**config.mk**
```make
export PLATFORM = sky130hd
export DESIGN_NAME = mouse_event_queue_with_merge_flat
export DESIGN_NICKNAME = d
export VERILOG_FILES = /design/src/hw/rtl/mevq_pkg.sv /design/src/hw/rtl/mevq_in_if.sv /design/src/hw/rtl/mevq_out_if.sv /design/src/hw/rtl/mevq_datapath.sv /design/src/hw/rtl/mevq_ctrl.sv /design/src/hw/rtl/mouse_event_queue_with_merge.sv /design/src/flat_wrapper.sv
export SDC_FILE = /design/constraint.sdc
export NUM_CORES = 2
export LEC_CHECK = 0
export BUFFER_PORTS_ARGS = -buffer_cell sky130_fd_sc_hd__buf_2
export CAP_MARGIN = 5
export CORE_MARGIN = 2
export CORE_UTILIZATION = 56
export DETAILED_ROUTE_END_ITERATION = 8
export GPL_TIMING_DRIVEN = 0
export PLACE_DENSITY = 0.85
export SYNTH_ARGS = -nofsm -noshare
export SYNTH_HDL_FRONTEND = slang
export SYNTH_SLANG_ARGS = --single-unit
```
**constraint.sdc**
```tcl
create_clock -name i_clk -period 15.4 [get_ports i_clk]
set_clock_uncertainty 0.15 [all_clocks]
set_input_delay 3.08 -clock i_clk [delete_from_list [all_inputs] [get_ports i_clk]]
set_output_delay 3.08 -clock i_clk [all_outputs]
set_load 0.05 [all_outputs]
```
**src/hw/rtl/mevq_pkg.sv**
```systemverilog
// types, constants and helper functions of the mouse event queue
`timescale 1ns / 1ps

package mevq_pkg;

    // queue geometry
    localparam int DEPTH = 16;
    localparam int IDX_W = $clog2(DEPTH);
    localparam int CNT_W = $clog2(DEPTH + 1);

    // command codes
    localparam logic CMD_PUSH = 1'b0;
    localparam logic CMD_POP  = 1'b1;

    // configuration register indexes
    localparam int CFG_IDX_W = 2;
    localparam logic [CFG_IDX_W-1:0] CFG_MOVE_MASK  = 2'd0;
    localparam logic [CFG_IDX_W-1:0] CFG_WHEEL_MASK = 2'd1;
    localparam logic [CFG_IDX_W-1:0] CFG_TIMER_WRAP = 2'd2;

    // configuration reset values
    localparam logic [7:0]  MOVE_MASK_RST  = 8'd1;
    localparam logic [7:0]  WHEEL_MASK_RST = 8'd128;
    localparam logic [31:0] TIMER_WRAP_RST = 32'hFFFF_FFFF;

    localparam logic [15:0] LOST_MAX = 16'hFFFF;

    // result status codes
    typedef enum logic [2:0] {
        ST_STORED  = 3'd0,
        ST_MERGED  = 3'd1,
        ST_DROPPED = 3'd2,
        ST_POPPED  = 3'd3,
        ST_EMPTY   = 3'd4
    } t_status;

    // controller states
    typedef enum logic {
        S_IDLE,
        S_EXEC
    } t_ctl_state;

    // one stored event
    typedef struct packed {
        logic [7:0]         flags;
        logic signed [15:0] wheel;
        logic signed [15:0] dx;
        logic signed [15:0] dy;
        logic [31:0]        tdiff;
        logic [31:0]        tstamp;
    } t_entry;

    // input item
    typedef struct packed {
        logic               command;
        logic [7:0]         event_flags;
        logic signed [15:0] wheel_position;
        logic signed [15:0] move_x;
        logic signed [15:0] move_y;
        logic [31:0]        time_now;
    } t_in_item;

    // result item
    typedef struct packed {
        logic [2:0]         status;
        logic [7:0]         out_flags;
        logic signed [15:0] out_wheel;
        logic signed [15:0] out_dx;
        logic signed [15:0] out_dy;
        logic [31:0]        out_time_diff;
        logic [31:0]        out_time;
        logic [4:0]         events_held;
        logic [15:0]        lost_events;
    } t_out_item;

    // controller to datapath commands
    typedef struct packed {
        logic capture;
        logic execute;
    } t_dp_cmd;

    // signed 16-bit add that clips at the range limits
    function automatic logic signed [15:0] sat_add16(input logic signed [15:0] a,
                                                     input logic signed [15:0] b);
        logic [16:0] s;
        s = {a[15], a} + {b[15], b};
        if (s[16] != s[15]) begin
            return s[16] ? 16'sh8000 : 16'sh7FFF;
        end
        return s[15:0];
    endfunction

    // ring index advance
    function automatic logic [IDX_W-1:0] next_idx(input logic [IDX_W-1:0] i);
        if (i == IDX_W'(DEPTH - 1)) begin
            return '0;
        end
        return i + 1'b1;
    endfunction

endpackage

```
**src/hw/rtl/mevq_in_if.sv**
```systemverilog
// input channel of the mouse event queue
`timescale 1ns / 1ps

interface mevq_in_if;
    logic               valid;
    logic               ready;
    mevq_pkg::t_in_item payload;

    modport source (output valid, output payload, input ready);
    modport sink   (input valid, input payload, output ready);
endinterface

```
**src/hw/rtl/mevq_out_if.sv**
```systemverilog
// result channel of the mouse event queue
`timescale 1ns / 1ps

interface mevq_out_if;
    logic                valid;
    logic                ready;
    mevq_pkg::t_out_item payload;

    modport source (output valid, output payload, input ready);
    modport sink   (input valid, input payload, output ready);
endinterface

```
**src/hw/rtl/mevq_datapath.sv**
```systemverilog
// event store, configuration registers, ring pointers, counters and result register
`timescale 1ns / 1ps

module mevq_datapath (
    input  logic                                   i_clk,
    input  logic                                   i_rst_n,
    input  mevq_pkg::t_dp_cmd                      i_cmd,
    input  logic                                   i_cfg_we,
    input  logic [mevq_pkg::CFG_IDX_W-1:0]         i_cfg_idx,
    input  logic [31:0]                            i_cfg_wdata,
    input  mevq_pkg::t_in_item                     i_item,
    output mevq_pkg::t_out_item                    o_item
);

    // configuration registers
    logic [7:0]  r_move_mask;
    logic [7:0]  r_wheel_mask;
    logic [31:0] r_timer_wrap;

    // event store
    mevq_pkg::t_entry r_mem [mevq_pkg::DEPTH];
    mevq_pkg::t_entry r_rd;

    // ring pointers and counters
    logic [mevq_pkg::IDX_W-1:0] r_head, n_head;
    logic [mevq_pkg::IDX_W-1:0] r_tail, n_tail;
    logic [mevq_pkg::CNT_W-1:0] r_count, n_count;
    logic [31:0]                r_last, n_last;
    logic [15:0]                r_lost, n_lost;

    // captured item
    logic                r_cmd;
    logic [7:0]          r_flags;
    logic signed [15:0]  r_wz;
    logic signed [15:0]  r_mx;
    logic signed [15:0]  r_my;
    logic                r_moving;
    logic [31:0]         r_now;
    logic [31:0]         r_gap;
    logic                r_before;
    logic [31:0]         r_wrap_p1;

    // result register
    mevq_pkg::t_out_item r_out, n_out;

    // memory write port
    logic                       mem_we;
    logic [mevq_pkg::IDX_W-1:0] mem_waddr;
    mevq_pkg::t_entry           mem_wdata;

    logic wheel_hit;
    logic move_hit;
    logic merge_hit;
    logic [31:0] tdiff;

    assign wheel_hit = |(i_item.event_flags & r_wheel_mask);
    assign move_hit  = |(i_item.event_flags & r_move_mask);

    // configuration writes
    always_ff @(posedge i_clk) begin
        if (!i_rst_n) begin
            r_move_mask  <= mevq_pkg::MOVE_MASK_RST;
            r_wheel_mask <= mevq_pkg::WHEEL_MASK_RST;
            r_timer_wrap <= mevq_pkg::TIMER_WRAP_RST;
        end else if (i_cfg_we) begin
            unique case (i_cfg_idx)
                mevq_pkg::CFG_MOVE_MASK:  r_move_mask  <= i_cfg_wdata[7:0];
                mevq_pkg::CFG_WHEEL_MASK: r_wheel_mask <= i_cfg_wdata[7:0];
                mevq_pkg::CFG_TIMER_WRAP: r_timer_wrap <= i_cfg_wdata;
                default: ;
            endcase
        end
    end

    // capture the item, mask its fields and pre-compute the time gap
    always_ff @(posedge i_clk) begin
        if (i_cmd.capture) begin
            r_cmd     <= i_item.command;
            r_flags   <= i_item.event_flags;
            r_wz      <= wheel_hit ? i_item.wheel_position : 16'sd0;
            r_mx      <= move_hit ? i_item.move_x : 16'sd0;
            r_my      <= move_hit ? i_item.move_y : 16'sd0;
            r_moving  <= move_hit;
            r_now     <= i_item.time_now;
            r_gap     <= i_item.time_now - r_last;
            r_before  <= r_last > i_item.time_now;
            r_wrap_p1 <= r_timer_wrap + 32'd1;
        end
    end

    // store: registered read at capture, single write at execute
    always_ff @(posedge i_clk) begin
        if (i_cmd.capture) begin
            r_rd <= r_mem[(i_item.command == mevq_pkg::CMD_POP) ? r_head : r_tail];
        end
        if (mem_we) begin
            r_mem[mem_waddr] <= mem_wdata;
        end
    end

    assign merge_hit = r_moving && (r_count != '0) && (r_rd.wheel == r_wz)
                       && (r_rd.flags == r_flags);
    assign tdiff     = r_before ? (r_gap + r_wrap_p1) : r_gap;

    // execute the captured command
    always_comb begin
        n_head    = r_head;
        n_tail    = r_tail;
        n_count   = r_count;
        n_last    = r_last;
        n_lost    = r_lost;
        mem_we    = 1'b0;
        mem_waddr = r_tail;
        mem_wdata = r_rd;
        n_out     = '0;

        if (r_cmd == mevq_pkg::CMD_POP) begin
            if (r_count == '0) begin
                n_out.status = mevq_pkg::ST_EMPTY;
            end else begin
                n_head             = mevq_pkg::next_idx(r_head);
                n_count            = r_count - 1'b1;
                n_out.status       = mevq_pkg::ST_POPPED;
                n_out.out_flags    = r_rd.flags;
                n_out.out_wheel    = r_rd.wheel;
                n_out.out_dx       = r_rd.dx;
                n_out.out_dy       = r_rd.dy;
                n_out.out_time_diff = r_rd.tdiff;
                n_out.out_time     = r_rd.tstamp;
            end
        end else if (merge_hit) begin
            mem_we       = i_cmd.execute;
            mem_wdata.dx = mevq_pkg::sat_add16(r_rd.dx, r_mx);
            mem_wdata.dy = mevq_pkg::sat_add16(r_rd.dy, r_my);
            n_out.status = mevq_pkg::ST_MERGED;
        end else if (r_count != mevq_pkg::CNT_W'(mevq_pkg::DEPTH)) begin
            n_tail           = mevq_pkg::next_idx(r_tail);
            mem_we           = i_cmd.execute;
            mem_waddr        = n_tail;
            mem_wdata.flags  = r_flags;
            mem_wdata.wheel  = r_wz;
            mem_wdata.dx     = r_mx;
            mem_wdata.dy     = r_my;
            mem_wdata.tdiff  = tdiff;
            mem_wdata.tstamp = r_now;
            n_last           = r_now;
            n_count          = r_count + 1'b1;
            n_out.status     = mevq_pkg::ST_STORED;
        end else begin
            if (r_lost != mevq_pkg::LOST_MAX) begin
                n_lost = r_lost + 16'd1;
            end
            n_out.status = mevq_pkg::ST_DROPPED;
        end

        n_out.events_held = 5'(n_count);
        n_out.lost_events = n_lost;
    end

    // pointer and counter update
    always_ff @(posedge i_clk) begin
        if (!i_rst_n) begin
            r_head  <= '0;
            r_tail  <= mevq_pkg::IDX_W'(mevq_pkg::DEPTH - 1);
            r_count <= '0;
            r_last  <= '0;
            r_lost  <= '0;
        end else if (i_cmd.execute) begin
            r_head  <= n_head;
            r_tail  <= n_tail;
            r_count <= n_count;
            r_last  <= n_last;
            r_lost  <= n_lost;
        end
    end

    // result register
    always_ff @(posedge i_clk) begin
        if (i_cmd.execute) begin
            r_out <= n_out;
        end
    end

    assign o_item = r_out;

endmodule

```
**src/hw/rtl/mevq_ctrl.sv**
```systemverilog
// controller: item sequencing and result register handshake
`timescale 1ns / 1ps

module mevq_ctrl (
    input  logic              i_clk,
    input  logic              i_rst_n,
    input  logic              i_in_valid,
    output logic              o_in_ready,
    output logic              o_out_valid,
    input  logic              i_out_ready,
    output mevq_pkg::t_dp_cmd o_cmd
);

    mevq_pkg::t_ctl_state r_state, n_state;
    logic r_out_valid, n_out_valid;

    // state and result valid registers
    always_ff @(posedge i_clk) begin
        if (!i_rst_n) begin
            r_state     <= mevq_pkg::S_IDLE;
            r_out_valid <= 1'b0;
        end else begin
            r_state     <= n_state;
            r_out_valid <= n_out_valid;
        end
    end

    // next state and commands
    always_comb begin
        n_state       = r_state;
        n_out_valid   = r_out_valid && !i_out_ready;
        o_in_ready    = 1'b0;
        o_cmd.capture = 1'b0;
        o_cmd.execute = 1'b0;
        unique case (r_state)
            mevq_pkg::S_IDLE: begin
                o_in_ready    = 1'b1;
                o_cmd.capture = i_in_valid;
                if (i_in_valid) begin
                    n_state = mevq_pkg::S_EXEC;
                end
            end
            mevq_pkg::S_EXEC: begin
                // wait until the result register is free
                if (!r_out_valid || i_out_ready) begin
                    o_cmd.execute = 1'b1;
                    n_out_valid   = 1'b1;
                    n_state       = mevq_pkg::S_IDLE;
                end
            end
            default: n_state = mevq_pkg::S_IDLE;
        endcase
    end

    assign o_out_valid = r_out_valid;

endmodule

```
**src/hw/rtl/mouse_event_queue_with_merge.sv**
```systemverilog
// top level of the mouse event queue with motion merging
// an accepted item is captured with a registered read of the event store; the update edge then
// writes its result register, and the next item is taken only once that update is done;
// a stalled result register holds the update back
// reset: synchronous active low; clears pointers, counters, last time and configuration,
// the event store itself is not cleared
`timescale 1ns / 1ps

module mouse_event_queue_with_merge (
    input  logic                           i_clk,
    input  logic                           i_rst_n,
    input  logic                           i_cfg_we,
    input  logic [mevq_pkg::CFG_IDX_W-1:0] i_cfg_idx,
    input  logic [31:0]                    i_cfg_wdata,
    mevq_in_if.sink                        i_in,
    mevq_out_if.source                     o_out
);

    mevq_pkg::t_dp_cmd cmd;

    // sequencing
    mevq_ctrl u_ctrl (
        .i_clk       (i_clk),
        .i_rst_n     (i_rst_n),
        .i_in_valid  (i_in.valid),
        .o_in_ready  (i_in.ready),
        .o_out_valid (o_out.valid),
        .i_out_ready (o_out.ready),
        .o_cmd       (cmd)
    );

    // store and arithmetic
    mevq_datapath u_dp (
        .i_clk       (i_clk),
        .i_rst_n     (i_rst_n),
        .i_cmd       (cmd),
        .i_cfg_we    (i_cfg_we),
        .i_cfg_idx   (i_cfg_idx),
        .i_cfg_wdata (i_cfg_wdata),
        .i_item      (i_in.payload),
        .o_item      (o_out.payload)
    );

endmodule

```
**src/flat_wrapper.sv**
```systemverilog
// flat-port wrapper written by rule: the top's interface ports become plain ports
module mouse_event_queue_with_merge_flat 
  (i_clk, i_rst_n, i_cfg_we, i_cfg_idx, i_cfg_wdata, i_in_valid, i_in_payload, i_in_ready, o_out_valid, o_out_payload, o_out_ready);
  mevq_in_if i_in_i ();
  mevq_out_if o_out_i ();
  input  logic i_clk;
  input  logic i_rst_n;
  input  logic i_cfg_we;
  input  logic [mevq_pkg::CFG_IDX_W-1:0] i_cfg_idx;
  input  logic [31:0] i_cfg_wdata;
  input wire logic [$bits(i_in_i.valid)-1:0] i_in_valid;
  input wire logic [$bits(i_in_i.payload)-1:0] i_in_payload;
  output wire logic [$bits(i_in_i.ready)-1:0] i_in_ready;
  output wire logic [$bits(o_out_i.valid)-1:0] o_out_valid;
  output wire logic [$bits(o_out_i.payload)-1:0] o_out_payload;
  input wire logic [$bits(o_out_i.ready)-1:0] o_out_ready;
  assign i_in_i.valid = i_in_valid;
  assign i_in_i.payload = i_in_payload;
  assign i_in_ready = i_in_i.ready;
  assign o_out_valid = o_out_i.valid;
  assign o_out_payload = o_out_i.payload;
  assign o_out_i.ready = o_out_ready;
  mouse_event_queue_with_merge u_core (.i_clk(i_clk), .i_rst_n(i_rst_n), .i_cfg_we(i_cfg_we), .i_cfg_idx(i_cfg_idx), .i_cfg_wdata(i_cfg_wdata), .i_in(i_in_i), .o_out(o_out_i));
endmodule
```
==> flow_summary.yaml <==
grt:
  use_met1_pct: 38.6
  use_met2_pct: 54.4
  grt_pass1_wl_um: 441000
  use_met3_pct: 11.7
  first_global_vias: 61687
  track_usage_pct: 34.7
  antenna_found_initial: 42
  grt_max_degree: 75
  grt_overflow: 0
  grt-busiest-layer: "met2"
clock_tree:
  clock-sinks: 2450
  cts_resized: 0
  worstSkewPairLatency_ns: 0.90
  hold_buffers: 0
  h-tree-depth: 4
  clk_pin_slew_worst_paths_ns: 0.06
  post_cts_buffers: 0
  cts_made_buffers: 215
  clockBufferDepth: 3
  cts_tree: "yes"
  root_buffer: "clkbuf_16"
logic_synthesis:
  synth_cell_types: 79
  synth_area_mm2: 0.0988
  synth_edf_count: 2339
  synth_top_area_share_pct: 71.1
  synth_cells: 5660
  async_reset_ff_share_pct: 0
  syn_nets: 5898
  ys_ff_latch: 2450
  yosysWarningCount: 0
  yosysSeqAreaShare_pct: 73.3
  synth.area.top_cells: "edfxtp_1 71%, mux4_2 11%, nand2_1 2.6%"
  synth_area_per_cell_um2: 17.5
  yosysTopAreaCell: "edfxtp_1"
  ys.flop_type: "edfxtp_1"
min_path:
  hold_start: "u_core.u_dp.r_last[21]"
  min_path_type: "flop to flop"
  hold_depth: 2
sta:
  worst_slack_ns: 7.95
  finalHoldViolCount: 0
  setup_tns_ns: 0
  period_share_pct: 48.4
  min_period_ns: 7.45
  setup_violations: 0
  hold_ws_ns: 0.307
  relSlewSlack_pct: -8.69
  rsz0062_at_grt: "no"
  worstMarginPinSlew_ns: 1.62
  max_freq_ghz: 0.134
  slew_violations: 23
placement:
  portBuffers: 272
  placed_area_mm2: 0.105
  gp_congestion: 0.936
  pre_cts_ws_ns: 7.89
  place_hpwl_um: 183000
  dp_cells: 8373
cells_and_area:
  fin_nets: 6501
  final_area_mm2: 0.113
  area_growth_pct: 14.1
  drive_gt1_share_pct: 20.3
  final-instance-count-excl-fill: 8836
  num-fill-cells: 10708
critical_path:
  r2r-start: "u_core.u_dp.r_rd[115]"
  arrival_ns: 7.92
  reg2regPathDepth: 10
  cp-start-kind: "primary input"
  critPathRequiredTime_ns: 15.87
  endpoint_kind: "flop"
  cp_max_fo: 10
  worstSetupStartpoint: "i_in_payload[88]"
  crit_type: "primary input to flop"
power_and_ir_drop:
  leakagePower_uw: 0.0381
  clkPwrFrac_pct: 36.4
  seqPwrFrac_pct: 51.2
  cellPowerDensity_mw_per_mm2: 135
  p_comb_share_pct: 12.4
  sw_frac_of_total_pct: 26.0
  p_int_uw: 11200
  switching_power_uw: 3940
  peakVddDrop_uv: 144
detailed_routing:
  num_vias: 62665
  drtAntennaViolNets: 0
  firstDrtPassIters: 9
  wirelength_um: 313000
  wl_per_cell_um: 35.4
  vias_per_cell: 7.09
  drt-initial-drc-count: 11634
  drc: 78
floorplanning:
  die_h_um: 424
  io_pins: 274
  die_width_um: 424
  core_area_mm2: 0.176
  start_util_pct: 56.2
  num_rows: 154
  dieArea_mm2: 0.180
status:
  violations: "design-rule violations, max-capacitance violations, max-slew violations"
  status: "complete, but fails checks"
flow_run:
  maxCapViolCount: 2
power by group through the flow:
stage               Clock, uW  Sequential, uW  Combinational, uW
floorplan                   0            7940               1040
global placement            0            7920               1610
detailed placement          0            7890               1720
CTS                      5480            7750               1790
global route             5710            7760               1950
finish                   5520            7760               1880
cell usage after synthesis (79+ instances only):
| master | count |
|---|---|
| nor2_1 | 120 |
| xnor2_1 | 88 |
| nand3_1 | 79 |
| inv_1 | 84 |
| and2_1 | 171 |
| and3_1 | 147 |
| clkbuf_1 | 217 |
| ha_1 | 106 |
| a211oi_1 | 128 |
| a21oi_1 | 155 |
| nand2_1 | 692 |
| edfxtp_1 | 2339 |
| dfxtp_1 | 111 |
| a31oi_1 | 137 |
| mux4_2 | 480 |
critical path, cell delays in order:
cell,delay [ns]
buf_2,0.21
clkbuf_1,0.39
mux2i_1,0.52
clkbuf_1,1.07
clkbuf_2,0.87
buf_1,0.74
mux4_2,0.42
nand2_1,0.08
a31oi_1,0.51
registers in the layout (all words and copies together) (netlist names):
| register | count |
|---|---|
| u_core.u_dp.r_moving | 1 |
| u_core.u_dp.r_before | 1 |
| u_core.u_dp.r_wz | 16 |
| u_core.u_dp.r_last | 32 |
| u_core.u_ctrl.o_out_valid | 1 |
| u_core.u_ctrl.r_state | 1 |
| u_core.u_dp.r_gap | 32 |
| u_core.u_dp.r_tail | 4 |
| u_core.u_dp.r_now | 32 |
| u_core.u_dp.r_my | 16 |
| u_core.u_dp.r_move_mask | 8 |
| u_core.u_dp.r_wheel_mask | 8 |
| u_core.u_dp.r_timer_wrap | 32 |
| u_core.u_dp.r_mem | 1920 |
| u_core.u_dp.r_wrap_p1 | 32 |
| u_core.u_dp.r_head | 4 |
| u_core.u_dp.r_lost | 16 |
| u_core.u_dp.r_cmd | 1 |
| u_core.u_dp.o_item | 144 |
| u_core.u_dp.r_rd | 120 |
| u_core.u_dp.r_mx | 16 |
| u_core.u_dp.r_flags | 8 |
| u_core.u_dp.r_count | 5 |
path summary, 6_finish.rpt:
| path | to | slack [ns] |
|---|---|---|
| worst min register to register | u_core.u_dp.r_last[21] | 0.31 |
| worst min-delay path | u_core.u_dp.r_last[21] | 0.31 |
| worst max register to register | u_core.u_dp.r_mem[0][111] | 9.13 |
| worst max-delay path | u_core.u_dp.r_rd[21] | 7.95 |
per-layer routing:
layer	vias to the layer above	wire [um]	share of wire, %
met5	-	400	0.13
met4	42	33600	11
met3	1982	42500	14
met2	6697	146000	47
met1	30337	90400	29
li1	23607	-	-
layout by cell type (no fill, tap or decap), types with 88 or more instances in the layout:
cell type,instances
a211oi_1,128
dfxtp_1,111
edfxtp_1,2339
and3_1,147
ha_1,106
mux4_2,480
xnor2_1,88
clkbuf_1,239
a21oi_1,154
nand2_1,692
nor2_1,108
a31oi_1,137
buf_2,342
and2_1,171
clkbuf_16,221
stage by stage:
| stage | power, uW | util, % |
|---|---|---|
| 2_1_floorplan | 8970 | - |
| 3_3_place_gp | 9530 | 58.7 |
| 3_5_place_dp | 9600 | 60.0 |
| 4_1_cts | 15000 | 64.0 |
| 5_1_grt | 15400 | 64.1 |
| 6_report | 15200 | 64.1 |
cell type report:
type                       instances  area, um2  share of cell area [%]
sequential                      2450      72500                    64.3
multi-input combinational       2820      24900                    22.1
clock buffer                     267       5810                    5.16
timing repair buffer             386       3670                    3.26
tap                             2340       2930                    2.60
buffer                           303       1250                    1.11
clock inverter                   135       1210                    1.08
inverter                          87        327                   0.290
antenna                           48        120                   0.107
cell families (layout without fill, tap and decap cells):
family	count (synthesis)	in the layout	synth area share, %
compound gates	699	699	4.59
buf+inv	390	1178	1.58
other cells	0	48	0
mux	520	520	11.3
xor+xnor	158	158	1.40
flops	2450	2450	73.3
fa+ha+maj	110	110	1.42
simple gates	1333	1333	6.32
(Power assumes the default switching activity.)
